`config.mk`:
```
export PLATFORM = sky130hd
export DESIGN_NAME = hkst_ctrl
export DESIGN_NICKNAME = d
export VERILOG_FILES = /design/src/rtl/hkst_pkg.sv /design/src/rtl/hkst_ctrl.sv
export SDC_FILE = /design/constraint.sdc
export NUM_CORES = 1
export LEC_CHECK = 0
export BUFFER_PORTS_ARGS = -buffer_cell sky130_fd_sc_hd__buf_2
export CORE_MARGIN = 1.5
export CORE_UTILIZATION = 38
export CTS_BUF_LIST = sky130_fd_sc_hd__clkbuf_8 sky130_fd_sc_hd__clkbuf_16
export CTS_CLUSTER_SIZE = 16
export DETAILED_ROUTE_END_ITERATION = 8
export GPL_ROUTABILITY_DRIVEN = 0
export PLACE_DENSITY = 0.68
export SETUP_SLACK_MARGIN = 0.1
export SYNTH_ARGS = -nofsm -noshare
export SYNTH_HDL_FRONTEND = slang
export SYNTH_SLANG_ARGS = --single-unit
```
`constraint.sdc`:
```
create_clock -name clk -period 2.8 [get_ports clk]
set_clock_uncertainty 0.2 [all_clocks]
set_input_delay 0.42 -clock clk [delete_from_list [all_inputs] [get_ports clk]]
set_output_delay 0.42 -clock clk [all_outputs]
set_load 0.02 [all_outputs]
```
`src/rtl/hkst_pkg.sv`:
```
`default_nettype none
package hkst_pkg;

	localparam int KEY_W             = 32;
	localparam int VAL_W             = 32;
	localparam int BC_W              = 7;
	localparam int BC_RESET          = 64;
	localparam int DEF_NUM_BUCKETS   = 64;
	localparam int DEF_SLOTS         = 4;
	localparam int DEF_POOL_DEPTH    = 1024;

	localparam logic FUNC_PUSH = 1'b0;
	localparam logic FUNC_POP  = 1'b1;

	localparam logic [1:0] STATUS_OK    = 2'd0;
	localparam logic [1:0] STATUS_EMPTY = 2'd1;
	localparam logic [1:0] STATUS_FULL  = 2'd2;

	typedef struct packed {
		logic                    func;
		logic [KEY_W-1:0]        key;
		logic signed [VAL_W-1:0] value;
	} req_t;

	typedef struct packed {
		logic signed [VAL_W-1:0] popped_value;
		logic [1:0]              status;
	} rsp_t;

	typedef logic [BC_W-1:0] bucket_count_t;

	typedef struct packed {
		logic load;
		logic mod_step;
		logic probe_rd;
		logic probe_cmp;
		logic top_new;
		logic top_rd;
		logic top_ld;
		logic node_ld;
		logic node_rd;
		logic commit_push;
		logic commit_pop;
		logic fail_empty;
		logic fail_full;
		logic out_ld;
	} cmd_t;

	typedef struct packed {
		logic mod_done;
		logic probe_last;
		logic func;
		logic found;
		logic free;
		logic pool_has;
		logic top_null;
	} sts_t;

endpackage
`default_nettype wire

```
`src/rtl/hkst_ctrl.sv`:
```
`default_nettype none
module hkst_ctrl (
	input  wire logic          clk,
	input  wire logic          arst_n,
	input  wire logic          req_valid,
	output      logic          req_ready,
	output      logic          out_valid,
	input  wire logic          out_ready,
	input  wire hkst_pkg::sts_t sts,
	output      hkst_pkg::cmd_t cmd
);
	typedef enum logic [3:0] {
		S_IDLE, S_MOD, S_PRB, S_CMP, S_SEL, S_TRD, S_TLD, S_NLD, S_NRD, S_CMT, S_FIN
	} state_t;

	state_t state_q;
	logic   out_free;

	assign out_free  = !out_valid || out_ready;
	assign req_ready = (state_q == S_IDLE);

	always_comb begin
		cmd = '0;
		unique case (state_q)
			S_IDLE: cmd.load = req_valid;
			S_MOD:  cmd.mod_step = 1'b1;
			S_PRB:  cmd.probe_rd = 1'b1;
			S_CMP:  cmd.probe_cmp = 1'b1;
			S_SEL: begin
				if (sts.func == hkst_pkg::FUNC_POP) begin
					cmd.fail_empty = !sts.found;
				end else if (!(sts.found || sts.free) || !sts.pool_has) begin
					cmd.fail_full = 1'b1;
				end else begin
					cmd.top_new = !sts.found;
				end
			end
			S_TRD:  cmd.top_rd = 1'b1;
			S_TLD:  cmd.top_ld = 1'b1;
			S_NLD: begin
				if (sts.func == hkst_pkg::FUNC_POP && sts.top_null) begin
					cmd.fail_empty = 1'b1;
				end else begin
					cmd.node_ld = 1'b1;
				end
			end
			S_NRD:  cmd.node_rd = 1'b1;
			S_CMT: begin
				cmd.commit_push = (sts.func == hkst_pkg::FUNC_PUSH);
				cmd.commit_pop  = (sts.func == hkst_pkg::FUNC_POP);
			end
			S_FIN:  cmd.out_ld = out_free;
			default: cmd = '0;
		endcase
	end

	always_ff @(posedge clk or negedge arst_n) begin
		if (!arst_n) begin
			state_q   <= S_IDLE;
			out_valid <= 1'b0;
		end else begin
			if (cmd.out_ld) begin
				out_valid <= 1'b1;
			end else if (out_ready) begin
				out_valid <= 1'b0;
			end
			unique case (state_q)
				S_IDLE: if (req_valid) state_q <= S_MOD;
				S_MOD:  if (sts.mod_done) state_q <= S_PRB;
				S_PRB:  state_q <= S_CMP;
				S_CMP:  state_q <= sts.probe_last ? S_SEL : S_PRB;
				S_SEL: begin
					if (cmd.fail_empty || cmd.fail_full) begin
						state_q <= S_FIN;
					end else if (cmd.top_new) begin
						state_q <= S_NLD;
					end else begin
						state_q <= S_TRD;
					end
				end
				S_TRD:  state_q <= S_TLD;
				S_TLD:  state_q <= S_NLD;
				S_NLD:  state_q <= cmd.fail_empty ? S_FIN : S_NRD;
				S_NRD:  state_q <= S_CMT;
				S_CMT:  state_q <= S_FIN;
				S_FIN:  if (out_free) state_q <= S_IDLE;
				default: state_q <= S_IDLE;
			endcase
		end
	end
endmodule
`default_nettype wire

```
==> results.py <==
metrics = {
    "route": {
        "final_antenna_net_count": 0,
        "drc": 0,
        "via_count": 585,
        "wl_mm": 1.309,
        "detail_route.first_pass.iterations": 4,
        "wl_per_cell_um": 11.90,
        "via_per_inst": 5.318,
        "drtIter0Drc": 14,
    },
    "die": {
        "rows": 13,
        "start_util_pct": 41.93,
        "fp.dieW_um": 41.37,
        "pin_count": 27,
        "design.core.area_um2": 1334,
        "die_area_um2": 1711,
        "die_h_um": 41.37,
    },
    "sta": {
        "worstMarginPinSlew_ps": 439.6,
        "fin_crit_ps": 2325,
        "setup_tns_ps": 0,
        "timing.slew.headroom_pct": 70.69,
        "setup_viol": 0,
        "period_share_pct": 83.04,
        "final_max_slew_viol_count": 0,
        "rsz0062_at_grt": "no",
        "finalHoldViolCount": 0,
        "clock.fmax_mhz": 430.1,
        "fin_ws_ps": 474.9,
    },
    "synth": {
        "synth_edf_count": 0,
        "ys.flop_type": "dfrtp_1",
        "synth_nets": 82,
        "yosysWarnings": 0,
        "syn-cell-area_um2": 559.3,
        "async_flop_share_pct": 100.0,
        "post_synth.cell_area_avg_um2": 7.877,
        "synth_cell_type_count": 32,
        "ys_seq_elements": 5,
        "ys_seq_area_share_pct": 22.37,
        "synth_cells": 71,
    },
    "global_route": {
        "grt_remaining_overflow": 0,
        "grt_max_degree": 15,
        "grt_pass1_vias": 443,
        "grt_pass1_wl_mm": 1.980,
        "antenna_found_initial": 0,
        "grt.total_usage_pct": 17.98,
    },
    "critical_path": {
        "required_ps": 2180,
        "reg2reg_depth": 3,
        "worst-r2r-setup-slack_ps": 880,
        "cp-start-kind": "flop",
        "cp-end-kind": "output pin",
        "rr_startpoint": "state_q[3]",
        "crit_fanout": 14,
        "worstReg2RegEnd": "state_q[3]",
        "arrival_ps": 1710,
        "crit_start": "state_q[2]",
        "crit_type": "reg -> out",
    },
    "cells_and_area": {
        "final_common_cell": "buf_2",
        "drive_above_1_share_pct": 36.84,
        "n_antenna_cell": 0,
        "final_cell_mix": "buf_2, nor2_1, nor3_1",
        "multiInputGateArea_um2": 366.6,
        "seqCellArea_um2": 125.1,
        "nNetsFinal": 107,
        "area_growth_pct": 26.40,
        "fillers": 142,
    },
    "pwr": {
        "vdd_drop_max_mv": 0.3086,
        "p_per_area_nw_per_um2": 1018,
        "leakage_uw": 0.0003483,
        "p_total_uw": 719.7,
    },
    "placed_design": {
        "io_buffers": 26,
        "place_hpwl_um": 974.7,
        "place_ws_ps": 740.6,
    },
    "clock_tree": {
        "cts_tree": "yes",
        "cts_inserted_buffers": 3,
        "clk_pin_slew_ps": 40,
        "clockRootBuffer": "clkbuf_8",
        "htreeDepth": 1,
        "cts_resized": 0,
        "clkLatencyLatePin_ps": 230,
        "cts_buffer_depth": 2,
        "clock_sinks": 5,
    },
    "hold_path": {
        "hold_depth": 3,
        "hold_end": "state_q[0]",
        "min_from": "sts[6]",
        "hp-class": "in -> reg",
    },
    "flow_run": {
        "drv_cap": 0,
    },
    "outcome": {
        "outcome": "finished, final reports clean",
    },
}
==> repair_timing <==
action                    4_1_cts  5_1_grt
hold endpoints to repair        5        0
hold buffers                    1        0
buffers inserted                0        0
==> worst max path at each step <==
| stage | to | slack (ps) | cells past startpoint |
|---|---|---|---|
| final | cmd[1] | 470 | 3 |
| after global routing | cmd[1] | 310 | 3 |
| after CTS | cmd[1] | 500 | 3 |
| after detailed placement | cmd[1] | 740 | 3 |
| after global placement | cmd[1] | 740 | 3 |
| after floorplan | cmd[1] | 600 | 4 |
==> final cells by class <==
| type | instances | area share (%) |
|---|---|---|
| clock buffers | 3 | 5.841 |
| clock inverters | 1 | 0.5310 |
| inverters | 3 | 1.593 |
| multi-input cells | 56 | 51.86 |
| flip-flops and latches | 5 | 17.70 |
| well taps | 15 | 2.655 |
| repair buffers | 27 | 19.82 |
==> power by group <==
| group | internal [uW] | switching (uW) |
|---|---|---|
| registers | 104 | 92.4 |
| logic | 154 | 235 |
| clock network | 94.3 | 39.2 |
| total | 353 | 367 |
==> kinds of logic after synthesis <==
| group | count (synthesis) | synth area share [%] |
|---|---|---|
| AO/OA/AOI/OAI | 14 | 18.57 |
| buffers and inverters | 10 | 12.08 |
| flip-flops | 5 | 22.37 |
| AND/OR/NAND/NOR | 42 | 46.98 |
==> metal layers <==
layer  up-vias  GRT usage [%]  part of all wire (%)
met5         -              0                     0
met4         0          7.258                   1.5
met3         2          4.787                   6.0
met2        19          26.56                    43
met1       262          24.60                    49
li1        302              -                     -
==> Yosys cell counts (all sizes together), types with 2 or more instances <==
master	number	area share, %
a21oi	2	1.8
buf	7	10
dfrtp	5	22
inv	3	2.0
nand2	5	3.4
nand2b	4	4.5
nand3b	2	2.7
nor2	10	6.7
nor2b	2	3.6
nor3	9	8.9
nor4	3	4.5
nor4b	2	5.8
o21a	2	2.7
o21ai	3	2.7
==> stage by stage <==
stage,std cells,area [um2],hold WS (ps),util [%]
3_3_place_gp,105,651.9,37.31,48.87
3_5_place_dp,105,651.9,36.61,48.87
4_1_cts,110,706.9,291.0,53.00
5_1_grt,110,706.9,323.7,53.00
6_report,110,706.9,298.0,53.00
2_1_floorplan,71,559.3,-75.59,-
==> registers in the layout, summed over array words and instances, names as in the netlist <==
signal     flops
state_q        4
out_valid      1
==> worst max-delay path, cell delays in order (launching register included) <==
cell	delay, ps
dfrtp_1	600
nand2b_1	320
nor4b_1	340
buf_2	210
Note: power is estimated with default switching activity, not from simulation.
